<file path="config.mk">
export PLATFORM = sky130hd
export DESIGN_NAME = arm_elf_reloc_patcher_top
export DESIGN_NICKNAME = d
export VERILOG_FILES = /design/src/rtl/core/aerp_pkg.sv /design/src/rtl/core/aerp_patch.sv /design/src/rtl/core/arm_elf_reloc_patcher_top.sv
export SDC_FILE = /design/constraint.sdc
export NUM_CORES = 1
export LEC_CHECK = 0
export ABC_AREA = 0
export CORE_MARGIN = 8
export CORE_UTILIZATION = 40
export DETAILED_ROUTE_END_ITERATION = 10
export DONT_BUFFER_PORTS = 1
export PLACE_DENSITY_LB_ADDON = 0.3
export SYNTH_ARGS = -nofsm -noshare
export SYNTH_HDL_FRONTEND = slang
export SYNTH_SLANG_ARGS = --single-unit
</file>
<file path="constraint.sdc">
create_clock -name clk_i -period 7.5 [get_ports clk_i]
set_clock_uncertainty 0.15 [all_clocks]
set_input_delay 0.75 -clock clk_i [delete_from_list [all_inputs] [get_ports clk_i]]
set_output_delay 0.75 -clock clk_i [all_outputs]
set_load 0.05 [all_outputs]
</file>
<file path="src/rtl/core/aerp_pkg.sv">
// aerp_pkg: types and constants shared by the ARM ELF REL relocation patcher.
// No dependencies; imported by aerp_patch and arm_elf_reloc_patcher_top.
package aerp_pkg;

  // Relocation type codes (info word bits 7..0)
  localparam logic [7:0] TY_NONE   = 8'd0;
  localparam logic [7:0] TY_PC24   = 8'd1;
  localparam logic [7:0] TY_ABS32  = 8'd2;
  localparam logic [7:0] TY_CALL   = 8'd28;
  localparam logic [7:0] TY_JUMP24 = 8'd29;
  localparam logic [7:0] TY_V4BX   = 8'd40;
  localparam logic [7:0] TY_PREL31 = 8'd42;
  localparam logic [7:0] TY_MOVW   = 8'd43;
  localparam logic [7:0] TY_MOVT   = 8'd44;

  // Configuration register indexes
  localparam logic [1:0] CFG_TARGET_BASE  = 2'd0;
  localparam logic [1:0] CFG_TARGET_SIZE  = 2'd1;
  localparam logic [1:0] CFG_SYMBOL_COUNT = 2'd2;

  // Branch displacement window: bad when BRA_LO <= d <= BRA_HI (unsigned)
  localparam logic [31:0] BRA_LO    = 32'h0200_0000;
  localparam logic [31:0] BRA_HI    = 32'hfe00_0000;
  localparam logic [31:0] V4BX_KEEP = 32'hf000_000f;
  localparam logic [31:0] V4BX_SET  = 32'h01a0_f000;
  localparam logic [31:0] MOV_KEEP  = 32'hfff0_f000;
  localparam logic [31:0] PREL_MASK = 32'h7fff_ffff;

  typedef enum logic [2:0] {
    ST_OK      = 3'd0,
    ST_BADSYM  = 3'd1,
    ST_BOUNDS  = 3'd2,
    ST_RANGE   = 3'd3,
    ST_UNKNOWN = 3'd4
  } aerp_status_e;

  // Stage 1: address formed, index and bounds checked
  typedef struct packed {
    logic [7:0]  rtype;
    logic        bad_sym;
    logic        bad_bounds;
    logic [31:0] addr;
    logic [31:0] word;
    logic [31:0] sym_val;
  } aerp_s1_t;

  // Stage 2: candidate sums for the ABS32, PREL31, branch and MOVW/MOVT families
  typedef struct packed {
    logic [7:0]  rtype;
    logic        bad_sym;
    logic        bad_bounds;
    logic [31:0] addr;
    logic [31:0] word;
    logic [31:0] abs_sum;
    logic [31:0] prel_sum;
    logic [31:0] bra_disp;
    logic [31:0] mov_sum;
  } aerp_s2_t;

  // Stage 3: finished result
  typedef struct packed {
    logic [31:0]  addr;
    logic [31:0]  word;
    aerp_status_e status;
  } aerp_res_t;

endpackage

</file>
<file path="src/rtl/core/aerp_patch.sv">
// aerp_patch: stages 2 and 3 of the patcher (sums, then type select and checks).
// Depends on aerp_pkg; instantiated by arm_elf_reloc_patcher_top.
module aerp_patch (
  input  logic               clk_i,
  input  logic               rst_ni,
  input  logic               s1_valid_i,
  input  aerp_pkg::aerp_s1_t s1_i,
  output logic               s1_ready_o,
  output logic               res_valid_o,
  input  logic               res_ready_i,
  output aerp_pkg::aerp_res_t res_o
);
  import aerp_pkg::*;

  logic      v2_q, v2_d, v3_q, v3_d;
  logic      adv2, adv3;
  aerp_s2_t  s2_q, s2_d;
  aerp_res_t s3_q, s3_d;

  logic [31:0] bra_add;
  logic [31:0] mov_add;
  logic        bra_bad;
  logic [15:0] mov_v;
  logic [31:0] word;

  // Stall chain: a stage takes new data when empty or when its successor moves
  assign adv3       = !v3_q || res_ready_i;
  assign adv2       = !v2_q || adv3;
  assign s1_ready_o = adv2;
  assign v2_d       = adv2 ? s1_valid_i : v2_q;
  assign v3_d       = adv3 ? v2_q : v3_q;

  // Stage 2: the adds
  always_comb begin
    bra_add = {{6{s1_i.word[23]}}, s1_i.word[23:0], 2'b00};
    mov_add = {{16{s1_i.word[19]}}, s1_i.word[19:16], s1_i.word[11:0]};
    s2_d.rtype      = s1_i.rtype;
    s2_d.bad_sym    = s1_i.bad_sym;
    s2_d.bad_bounds = s1_i.bad_bounds;
    s2_d.addr       = s1_i.addr;
    s2_d.word       = s1_i.word;
    s2_d.abs_sum    = s1_i.word + s1_i.sym_val;
    s2_d.prel_sum   = s1_i.word + s1_i.sym_val - s1_i.addr;
    s2_d.bra_disp   = bra_add + s1_i.sym_val - s1_i.addr;
    s2_d.mov_sum    = mov_add + s1_i.sym_val;
  end

  // Stage 3: pick by type, apply error priority
  always_comb begin
    word    = s2_q.word;
    bra_bad = (s2_q.bra_disp[1:0] != 2'b00) ||
              (s2_q.bra_disp >= BRA_LO && s2_q.bra_disp <= BRA_HI);
    mov_v   = (s2_q.rtype == TY_MOVT) ? s2_q.mov_sum[31:16] : s2_q.mov_sum[15:0];
    s3_d.addr   = s2_q.addr;
    s3_d.word   = word;
    s3_d.status = ST_OK;
    if (s2_q.bad_sym) begin
      s3_d.status = ST_BADSYM;
    end else if (s2_q.bad_bounds) begin
      s3_d.status = ST_BOUNDS;
    end else begin
      case (s2_q.rtype)
        TY_NONE: ;
        TY_ABS32: s3_d.word = s2_q.abs_sum;
        TY_PC24, TY_CALL, TY_JUMP24: begin
          if (bra_bad) begin
            s3_d.status = ST_RANGE;
          end else begin
            s3_d.word = {word[31:24], s2_q.bra_disp[25:2]};
          end
        end
        TY_V4BX:   s3_d.word = (word & V4BX_KEEP) | V4BX_SET;
        TY_PREL31: s3_d.word = s2_q.prel_sum & PREL_MASK;
        TY_MOVW, TY_MOVT: begin
          s3_d.word = (word & MOV_KEEP) | {12'h000, mov_v[15:12], 4'h0, mov_v[11:0]};
        end
        default: s3_d.status = ST_UNKNOWN;
      endcase
    end
  end

  always_ff @(posedge clk_i or negedge rst_ni) begin
    if (!rst_ni) begin
      v2_q <= 1'b0;
      v3_q <= 1'b0;
    end else begin
      v2_q <= v2_d;
      v3_q <= v3_d;
    end
  end

  always_ff @(posedge clk_i) begin
    if (adv2) s2_q <= s2_d;
    if (adv3) s3_q <= s3_d;
  end

  assign res_valid_o = v3_q;
  assign res_o       = s3_q;

  // Error priority: an index failure reaches the output as such
  a_badsym_wins: assert property (@(posedge clk_i) disable iff (!rst_ni)
    (adv3 && v2_q && s2_q.bad_sym) |=> (s3_q.status == ST_BADSYM))
    else $error("bad symbol index lost its priority");

  // Errors leave the word untouched
  a_err_keeps_word: assert property (@(posedge clk_i) disable iff (!rst_ni)
    (adv3 && v2_q && (s2_q.bad_sym || s2_q.bad_bounds)) |=> (s3_q.word == $past(s2_q.word)))
    else $error("word changed on an error status");

  // A stalled result stays in place
  a_res_hold: assert property (@(posedge clk_i) disable iff (!rst_ni)
    (v3_q && !res_ready_i) |=> (v3_q && $stable(s3_q)))
    else $error("stalled result moved");

endmodule

</file>
<file path="src/rtl/core/arm_elf_reloc_patcher_top.sv">
// arm_elf_reloc_patcher_top: ARM ELF32 REL relocation patcher, three-stage pipeline.
// Depends on aerp_pkg and aerp_patch.
//
//  channel  | dir | payload (low bit first)
//  ---------+-----+-----------------------------------------------------------
//  s_axis   | in  | reloc_info[31:0], reloc_offset[31:0], original_word[31:0],
//           |     | symbol_value[31:0]
//  m_axis   | out | write_address[31:0], patched_word[31:0], status[2:0], 5'b0
//  cfg      | in  | 0 target_base(32), 1 target_size(32), 2 symbol_count(24)
//
// Rate: one request per cycle while m_axis is not stalled, through three register
// stages (stage 1 address/checks, stage 2 adds, stage 3 select/register). An
// accepted request moves through stages 1, 2, 3; in stage 3 it shows m_axis_tvalid and can leave.
// Reset clears the stage valid bits and the configuration registers to zero.
// Stalls: each stage holds while its successor is full and stalled, so a held
// output backs up stage by stage; s_axis_tready drops only when all three are full.
module arm_elf_reloc_patcher_top (
  input  logic         clk_i,
  input  logic         rst_ni,
  // configuration write port
  input  logic         cfg_we_i,
  input  logic [1:0]   cfg_idx_i,
  input  logic [31:0]  cfg_data_i,
  // request stream
  input  logic         s_axis_tvalid,
  output logic         s_axis_tready,
  input  logic [127:0] s_axis_tdata,  // reloc_info, reloc_offset, original_word, symbol_value
  // result stream
  output logic         m_axis_tvalid,
  input  logic         m_axis_tready,
  output logic [71:0]  m_axis_tdata   // write_address, patched_word, status, zero pad
);
  import aerp_pkg::*;

  logic [31:0] base_q, size_q;
  logic [23:0] count_q;

  logic        v1_q, v1_d;
  logic        adv1, s1_ready;
  aerp_s1_t    s1_q, s1_d;
  aerp_res_t   res;

  logic [31:0] in_info, in_off, in_word, in_sym;
  logic [31:0] size_m4;

  assign in_info = s_axis_tdata[31:0];
  assign in_off  = s_axis_tdata[63:32];
  assign in_word = s_axis_tdata[95:64];
  assign in_sym  = s_axis_tdata[127:96];

  // Configuration registers; an out-of-list index is dropped
  always_ff @(posedge clk_i or negedge rst_ni) begin
    if (!rst_ni) begin
      base_q  <= '0;
      size_q  <= '0;
      count_q <= '0;
    end else if (cfg_we_i) begin
      case (cfg_idx_i)
        CFG_TARGET_BASE:  base_q  <= cfg_data_i;
        CFG_TARGET_SIZE:  size_q  <= cfg_data_i;
        CFG_SYMBOL_COUNT: count_q <= cfg_data_i[23:0];
        default: ;
      endcase
    end
  end

  // Stage 1: write address, symbol index check (>= count, not >), bounds check
  always_comb begin
    size_m4         = size_q - 32'd4;
    s1_d.rtype      = in_info[7:0];
    s1_d.bad_sym    = in_info[31:8] >= count_q;
    s1_d.bad_bounds = (size_q < 32'd4) || (in_off > size_m4);
    s1_d.addr       = base_q + in_off;
    s1_d.word       = in_word;
    s1_d.sym_val    = in_sym;
  end

  assign adv1          = !v1_q || s1_ready;
  assign s_axis_tready = adv1;
  assign v1_d          = adv1 ? s_axis_tvalid : v1_q;

  always_ff @(posedge clk_i or negedge rst_ni) begin
    if (!rst_ni) begin
      v1_q <= 1'b0;
    end else begin
      v1_q <= v1_d;
    end
  end

  always_ff @(posedge clk_i) begin
    if (adv1) s1_q <= s1_d;
  end

  // Stages 2 and 3
  aerp_patch u_patch (
    .clk_i       (clk_i),
    .rst_ni      (rst_ni),
    .s1_valid_i  (v1_q),
    .s1_i        (s1_q),
    .s1_ready_o  (s1_ready),
    .res_valid_o (m_axis_tvalid),
    .res_ready_i (m_axis_tready),
    .res_o       (res)
  );

  assign m_axis_tdata = {5'b0_0000, res.status, res.word, res.addr};

  // Ready low means every stage holds a request
  a_full_when_blocked: assert property (@(posedge clk_i) disable iff (!rst_ni)
    !s_axis_tready |-> (v1_q && m_axis_tvalid))
    else $error("input blocked with a free stage");

  // Stage 1 keeps its request while stage 2 cannot take it
  a_s1_hold: assert property (@(posedge clk_i) disable iff (!rst_ni)
    (v1_q && !s1_ready) |=> (v1_q && $stable(s1_q)))
    else $error("stage 1 request lost under stall");

  // Status codes stay within the defined set
  a_status_legal: assert property (@(posedge clk_i) disable iff (!rst_ni)
    m_axis_tvalid |-> (m_axis_tdata[66:64] <= 3'd4))
    else $error("undefined status code");

endmodule
</file>
==> results.json, run 1 <==
{
  "cp-start-kind": "flip-flop",
  "die_w_microns": 266,
  "hold_violations": 0,
  "synthArstFlopShare": 0.201,
  "num_vias": 16500,
  "synthCells": 2091,
  "grt_setup_unrepaired": "no",
  "hpwlAfterDp_microns": 52700,
  "antenna_found_initial": 15,
  "pin_count": 241,
  "maxSlewHeadroom": 0.209,
  "wl_microns": 67900,
  "worst_ir_drop_vdd_uv": 218,
  "min_period_ns": 5.49,
  "fin_util": 0.450,
  "min_period_over_period": 0.732,
  "core-area_sq_mm": 0.0618,
  "synth.cell_area_sq_mm": 0.0251,
  "grt_max_degree": 170,
  "seq_area_frac_synth": 0.525,
  "ant_nets": 0,
  "stdcell_area_sq_mm": 0.0279,
  "status": "completed",
  "setup_ws_ns": 2.01,
  "tns_ns": 0,
  "slew_viol_final": 0,
  "regArea_sq_mm": 0.0131,
  "syn2layout_area_growth_pct": 11.1,
  "cts_setup_buffers": 0,
  "nFillCells": 5597,
  "postSynthAreaPerCell_sq_um": 12.0,
  "power.density_mw_per_mm2": 381,
  "gr-total-overflow": 0,
  "cp.required_ns": 7.69,
  "die_area_sq_mm": 0.0709,
  "synthDistinctLibCells": 80,
  "final_cells": 3010,
  "track_usage": 0.188,
  "rows": 91,
  "max_freq_ghz": 0.182,
  "yosys-top-cells-area": "edfxtp_1, ha_1, dfrtp_1",
  "pre_cts_slack_ns": 2.06,
  "placed_area_sq_mm": 0.0261,
  "place_congestion": 0.971,
  "ys_ff_latch": 453,
  "placed_cells": 2909,
  "cts_made_buffers": 52,
  "critPathKind": "flip-flop to flip-flop",
  "die_y_microns": 266,
  "hold_ws_ns": 0.0806,
  "clk_pin_slew_worst_paths_ns": 0.06,
  "tightest_slew_ns": 1.17,
  "finalSetupViolCount": 0,
  "fin_nets": 2527,
  "grt_pass1_vias": 17000,
  "multi_input_area_sq_mm": 0.0110,
  "tritoncts": "yes",
  "initial_core_util": 0.405,
  "p_leak_nw": 11.5,
  "yosysWarnings": 0,
  "clock_sinks": 453,
  "finalPower_mw": 10.6,
  "drv_cap": 0,
  "routedWlPerCell_microns": 22.6,
  "cp_max_fo": 5,
  "clkLatencyLatePin_ns": 0.61,
  "synth_top_area_cell": "edfxtp_1",
  "r2r_slack_ns": 2.01,
  "grt_pass1_wl_microns": 102000,
  "io_buffers": 0,
  "synth-edff-count": 362,
  "drive_gt1_frac": 0.0945,
  "endpoint_kind": "flip-flop",
  "h-tree-depth": 2,
  "yosysTopAreaCellShare": 0.434,
  "post_cts_resized": 0,
  "critPathArrivalTime_ns": 5.68,
  "dr.pass1.iters": 7,
  "ys.flop_type": "edfxtp_1",
  "hp-class": "input pin to flip-flop",
  "routed_via_density": 5.47,
  "clockBufferDepth": 3,
  "drt_iter0_markers": 1108,
  "cts_root_buffer": "clkbuf_16",
  "drc": 0
}
metal layers:
metal	track usage	wire (microns)	vias to the layer above	part of all wire
met1	0.230	28200	8083	0.41
met2	0.325	33100	470	0.49
met3	0.0524	4890	119	0.072
met5	0	13	-	0.00019
met4	0.0494	1760	2	0.026
li1	-	-	7793	-
logic make-up (layout without fill, tap and decap cells):
logic type / Yosys count / count (layout) / synth area share
multiplexers: 88 / 88 / 0.0395
adder cells (fa/ha/maj): 232 / 232 / 0.126
AND/OR/NAND/NOR: 414 / 414 / 0.0839
buffers and inverters: 244 / 318 / 0.0373
other: 1 / 9 / 0.000150
XOR/XNOR: 157 / 157 / 0.0555
flip-flops: 453 / 453 / 0.525
AO/OA/AOI/OAI: 502 / 502 / 0.133
worst paths after layout:
path                       cells after the start                              end                   startpoint
max                                           16       u_patch.s2_q[94]$_DFFE_PP_           s1_q[34]$_DFFE_PP_
min                                            0                s1_q[3]$_DFFE_PP_             s_axis_tdata[99]
max reg2reg                                   16       u_patch.s2_q[94]$_DFFE_PP_           s1_q[34]$_DFFE_PP_
min reg2reg                                    0      u_patch.res_o[47]$_DFFE_PP_  u_patch.s2_q[172]$_DFFE_PP_
max in group asynchronous                      2  u_patch.res_valid_o$_DFFE_PN0P_                       rst_ni
min in group asynchronous                      2           size_q[31]$_DFFE_PN0P_                       rst_ni
report_power, final:
| part | switching, mW | leakage [nW] | internal, mW |
|---|---|---|---|
| sequential | 0.758 | 4.75 | 3.70 |
| combinational | 2.08 | 5.90 | 1.55 |
| clock | 1.05 | 0.801 | 1.48 |
synthesized netlist by cell type (24+ instances only):
library cell and instances:
a222oi_1 24, a21oi_1 133, nor2b_1 24, o21ai_0 91, mux2_2 87, xnor2_1 113, o21bai_1 25, nand3_1 24
clkbuf_1 28, nor2_1 81, nor3_1 30, a21o_1 74, nand2_1 118, xor2_1 43, dfrtp_1 91, inv_1 209
nand2b_1 33, fa_1 33, ha_1 199, edfxtp_1 362
what timing repair did:
action / in CTS / in global routing
endpoints found under the setup margin: 0 / 0
hold buffers: 2 / 0
hold endpoints to repair: 91 / 0
final cells by class:
type / instances / area share
antenna: 4 / 0.000359
clock buffer: 65 / 0.0496
clock inverter: 30 / 0.0111
inverter: 209 / 0.0282
multi-input combinational: 1398 / 0.396
sequential: 453 / 0.472
tap: 837 / 0.0376
timing repair buffer: 14 / 0.00548
worst max-delay path, cell delays in order, from the launching register on:
cell,delay [ns]
edfxtp_1,0.43
ha_1,0.38
nand2_1,0.09
o211ai_1,0.25
nand2_1,0.19
o32a_1,0.50
o31ai_1,0.46
xor2_1,0.25
ha_1,0.32
and2_1,0.19
a221oi_1,0.44
a21boi_0,0.23
a22o_1,0.25
a211oi_1,0.36
nor2_1,0.15
a31oi_1,0.25
xor3_1,0.35
layout by cell type (no fill, tap or decap), types with 10 or more instances in the layout:
| cell type | synthesis | routed |
|---|---|---|
| nor2b_1 | 24 | 24 |
| a21oi_1 | 133 | 133 |
| nor2_1 | 81 | 81 |
| a31oi_1 | 14 | 14 |
| clkbuf_16 | 0 | 53 |
| and2_1 | 11 | 11 |
| dfrtp_1 | 91 | 91 |
| a222oi_1 | 24 | 24 |
| nor3_1 | 30 | 30 |
| nand4_1 | 22 | 22 |
| nor4_1 | 17 | 17 |
| and3_1 | 14 | 14 |
| xnor2_1 | 113 | 113 |
| inv_1 | 209 | 209 |
| a21o_1 | 74 | 74 |
| a211oi_1 | 20 | 20 |
| nand2_1 | 118 | 118 |
| xor2_1 | 43 | 43 |
| nand2b_1 | 33 | 32 |
| o21a_1 | 23 | 23 |
| o21ai_0 | 91 | 91 |
| a21boi_0 | 16 | 16 |
| ha_1 | 199 | 199 |
| o21bai_1 | 25 | 25 |
| mux2_2 | 87 | 87 |
| buf_4 | 5 | 10 |
| clkbuf_1 | 28 | 11 |
| nand3_1 | 24 | 24 |
| fa_1 | 33 | 33 |
| edfxtp_1 | 362 | 362 |
registers in the layout, summed over array words and instances (netlist names):
| register | flops |
|---|---|
| u_patch.s2_q | 157 |
| s1_q | 106 |
| u_patch.res_o | 67 |
| base_q | 32 |
| size_q | 32 |
| u_patch.word | 32 |
| count_q | 24 |
| u_patch.res_valid_o | 1 |
| u_patch.v2_q | 1 |
| v1_q | 1 |
No activity file was read; power rests on OpenSTA's default activity.
==> run 2: changes to the inputs <==
--- a/config.mk
+++ b/config.mk
@@ -5,7 +5,7 @@
 export SDC_FILE = /design/constraint.sdc
 export NUM_CORES = 1
 export LEC_CHECK = 0
-export ABC_AREA = 0
+export ABC_AREA = 1
 export CORE_MARGIN = 8
 export CORE_UTILIZATION = 40
 export DETAILED_ROUTE_END_ITERATION = 10
==> constraint.sdc (replaced) <==
create_clock -name clk_i -period 5.1 [get_ports clk_i]
set_clock_uncertainty 0.15 [all_clocks]
set_input_delay 0.51 -clock clk_i [delete_from_list [all_inputs] [get_ports clk_i]]
set_output_delay 0.51 -clock clk_i [all_outputs]
set_load 0.05 [all_outputs]
==> run 2 against run 1 <==
Net effect:
- register-to-register slack got worse by 1.8 ns
- utilization increased by 1.2 points
- critical path type unchanged
- highest routed layer is now met4
- die area increased by 7.6%
- flip-flop and latch count unchanged
==> results.json, run 2 <==
{
  "cts_root_buffer": "clkbuf_16",
  "min_period_ns": 4.87,
  "routedWlPerCell_microns": 22.0,
  "path_buf_inv": 1,
  "critPathKind": "flip-flop to flip-flop",
  "tns_ns": 0,
  "track_usage": 0.230,
  "cts_made_buffers": 52,
  "finalSetupViolCount": 0,
  "yosysMostFrequentCell": "nand2_1",
  "critPathArrivalTime_ns": 5.07,
  "cpPeakStageDelay_ns": 0.50,
  "whs_path_depth": 3,
  "yosysWarnings": 0,
  "pre_cts_slack_ns": 0.419,
  "ys.flop_type": "edfxtp_1",
  "synth_common_cells": "nand2_1, inv_1, edfxtp_1, a21oi_1, nor2_1",
  "die_w_microns": 276,
  "yosys-top-cells-area": "edfxtp_1, nand2_1, ha_1",
  "die_area_sq_mm": 0.0763,
  "fin_nets": 3567,
  "slew_viol_final": 0,
  "drc": 0,
  "clkLatencyLatePin_ns": 0.61,
  "grt_setup_unrepaired": "no",
  "share_comb_of_total_power": 0.375,
  "min_period_over_period": 0.956,
  "worst-path-stages": 17,
  "final_common_cell": "nand2_1",
  "r2r_slack_ns": 0.23,
  "cp_common_cell": "nand2_1",
  "synth.cell_area_sq_mm": 0.0271,
  "hp-class": "input pin to flip-flop",
  "synth_top_area_cell": "edfxtp_1",
  "maxSlewHeadroom": 0.297,
  "crit_slowest_cell": "o21ai_0",
  "clock_sinks": 453,
  "r2r_cells": 17,
  "largest-register": "u_patch.s2_q",
  "gr-total-overflow": 0,
  "intPower_mw": 9.61,
  "dr.pass1.iters": 5,
  "tightest_slew_ns": 1.05,
  "synthDistinctLibCells": 44,
  "crit_family": "compound AO/OA/AOI/OAI gates",
  "drv_cap": 0,
  "seq_area_frac_synth": 0.486,
  "synthArstFlopShare": 0.201,
  "rows": 95,
  "core-area_sq_mm": 0.0672,
  "largest_register_ffs": 157,
  "placed_area_sq_mm": 0.0283,
  "swShare": 0.406,
  "synthCells": 3008,
  "initial_core_util": 0.403,
  "place_congestion": 0.973,
  "antenna_found_initial": 1,
  "yosysTopAreaCellShare": 0.401,
  "clk_pin_slew_worst_paths_ns": 0.06,
  "drt_iter0_markers": 1570,
  "grt_max_degree": 92,
  "status": "completed",
  "pin_count": 241,
  "syn2layout_area_growth_pct": 14.8,
  "num_vias": 21500,
  "routed_via_density": 5.26,
  "power_frac_seq": 0.395,
  "postSynthAreaPerCell_sq_um": 9.00,
  "path_cells": "ha_1 > nand3_1 > nand2_1 > a21oi_1 > o21ai_0 > nand2_1 > a21oi_1 > xor2_1 > ha_1 > nand2_1 > o21ai_0 > a21oi_1 > o21ai_0 > inv_1 > nand2_1 > nand3b_1 > nand2_1",
  "ys_ff_latch": 453,
  "cts_setup_buffers": 0,
  "cp_max_fo": 5,
  "hpwlAfterDp_microns": 71900,
  "placed_cells": 3879,
  "nFillCells": 6436,
  "clkPwrFrac": 0.230,
  "endpoint_kind": "flip-flop",
  "power.density_mw_per_mm2": 521,
  "grt_pass1_wl_microns": 134000,
  "stdcell_area_sq_mm": 0.0311,
  "wl_microns": 89700,
  "layout_common_cells": "nand2_1, inv_1, edfxtp_1",
  "max_freq_ghz": 0.205,
  "die_y_microns": 276,
  "cp-start-kind": "flip-flop",
  "p_sw_mw": 6.57,
  "ant_nets": 0,
  "grt_pass1_vias": 21800,
  "finalPower_mw": 16.2,
  "synth-edff-count": 362,
  "post_cts_resized": 0,
  "drive_gt1_frac": 0.0399,
  "io_buffers": 0,
  "h-tree-depth": 2,
  "cp.required_ns": 5.29,
  "worst_ir_drop_vdd_uv": 282,
  "tritoncts": "yes",
  "p_leak_nw": 13.9,
  "clockBufferDepth": 3,
  "setup_ws_ns": 0.227,
  "hold_violations": 0,
  "ctsHoldBuffers": 108,
  "final_cells": 4085
}
==> run 2: cell types whose count changed after synthesis, moves of 52 or more <==
cell,previous run,this run
nor2_1,81,231
o21ai_0,91,215
xor2_1,43,108
xnor2_1,113,35
nand2_1,118,727
mux2_2,87,0
a21o_1,74,22
nand3_1,24,113
inv_1,209,402
a21oi_1,133,250
==> run 2: cell families after synthesis <==
family,Yosys count,share of synthesized area
AO/OA/AOI/OAI,546,0.108
flip-flops,453,0.486
other,1,0.000138
XOR/XNOR,143,0.0463
adder cells (fa/ha/maj),232,0.116
AND/OR/NAND/NOR,1190,0.180
buffers and inverters,443,0.0631
==> run 2: final cells by class <==
class,instances,area [sq um],share of cell area
Sequential cell,453,13100,0.423
Multi-Input combinational cell,2116,12300,0.395
Inverter,406,1530,0.0491
Clock buffer,71,1440,0.0462
Timing Repair Buffer,139,1370,0.0440
Tap cell,873,1090,0.0351
Clock inverter,25,248,0.00797
Antenna cell,2,5.00,0.000161
==> run 2: metal layers <==
metal,global-route usage,share of wire
met1,0.282,0.41
met3,0.0473,0.066
met4,0.0655,0.028
met2,0.405,0.49
met5,0,0
==> run 2: worst register-to-register path, stage by stage, from the launching register on <==
cell,delay (ns)
edfxtp_1,0.45
ha_1,0.38
nand3_1,0.09
nand2_1,0.26
a21oi_1,0.19
o21ai_0,0.50
nand2_1,0.18
a21oi_1,0.30
xor2_1,0.50
ha_1,0.31
nand2_1,0.13
o21ai_0,0.45
a21oi_1,0.17
o21ai_0,0.18
inv_1,0.06
nand2_1,0.12
nand3b_1,0.13
nand2_1,0.05
==> run 2: worst paths after layout <==
path | from | to
min in group asynchronous | rst_ni | count_q[23]$_DFFE_PN0P_
max in group asynchronous | rst_ni | u_patch.v2_q$_DFFE_PN0P_
max | s1_q[34]$_DFFE_PP_ | u_patch.s2_q[94]$_DFFE_PP_
min reg2reg | u_patch.s2_q[164]$_DFFE_PP_ | u_patch.res_o[39]$_DFFE_PP_
min | s_axis_tdata[63] | s1_q[95]$_DFFE_PP_
max reg2reg | s1_q[34]$_DFFE_PP_ | u_patch.s2_q[94]$_DFFE_PP_
==> run 2: through the flow <==
stage                util  hold slack (ns)
finish              0.463            0.107
global route        0.463           0.0922
CTS                 0.463           0.0736
detailed placement  0.421           0.0681
global placement    0.421           0.0678
floorplan               -           0.0644
==> run 2: power by group through the flow <==
| stage | Clock [mW] | Combinational (mW) | Sequential (mW) |
|---|---|---|---|
| 2_1_floorplan | 0 | 4.18 | 6.07 |
| 3_3_place_gp | 0 | 5.94 | 6.46 |
| 3_5_place_dp | 0 | 5.92 | 6.47 |
| 4_1_cts | 3.82 | 6.04 | 6.40 |
| 5_1_grt | 3.96 | 6.78 | 6.47 |
| 6_report | 3.72 | 6.07 | 6.39 |
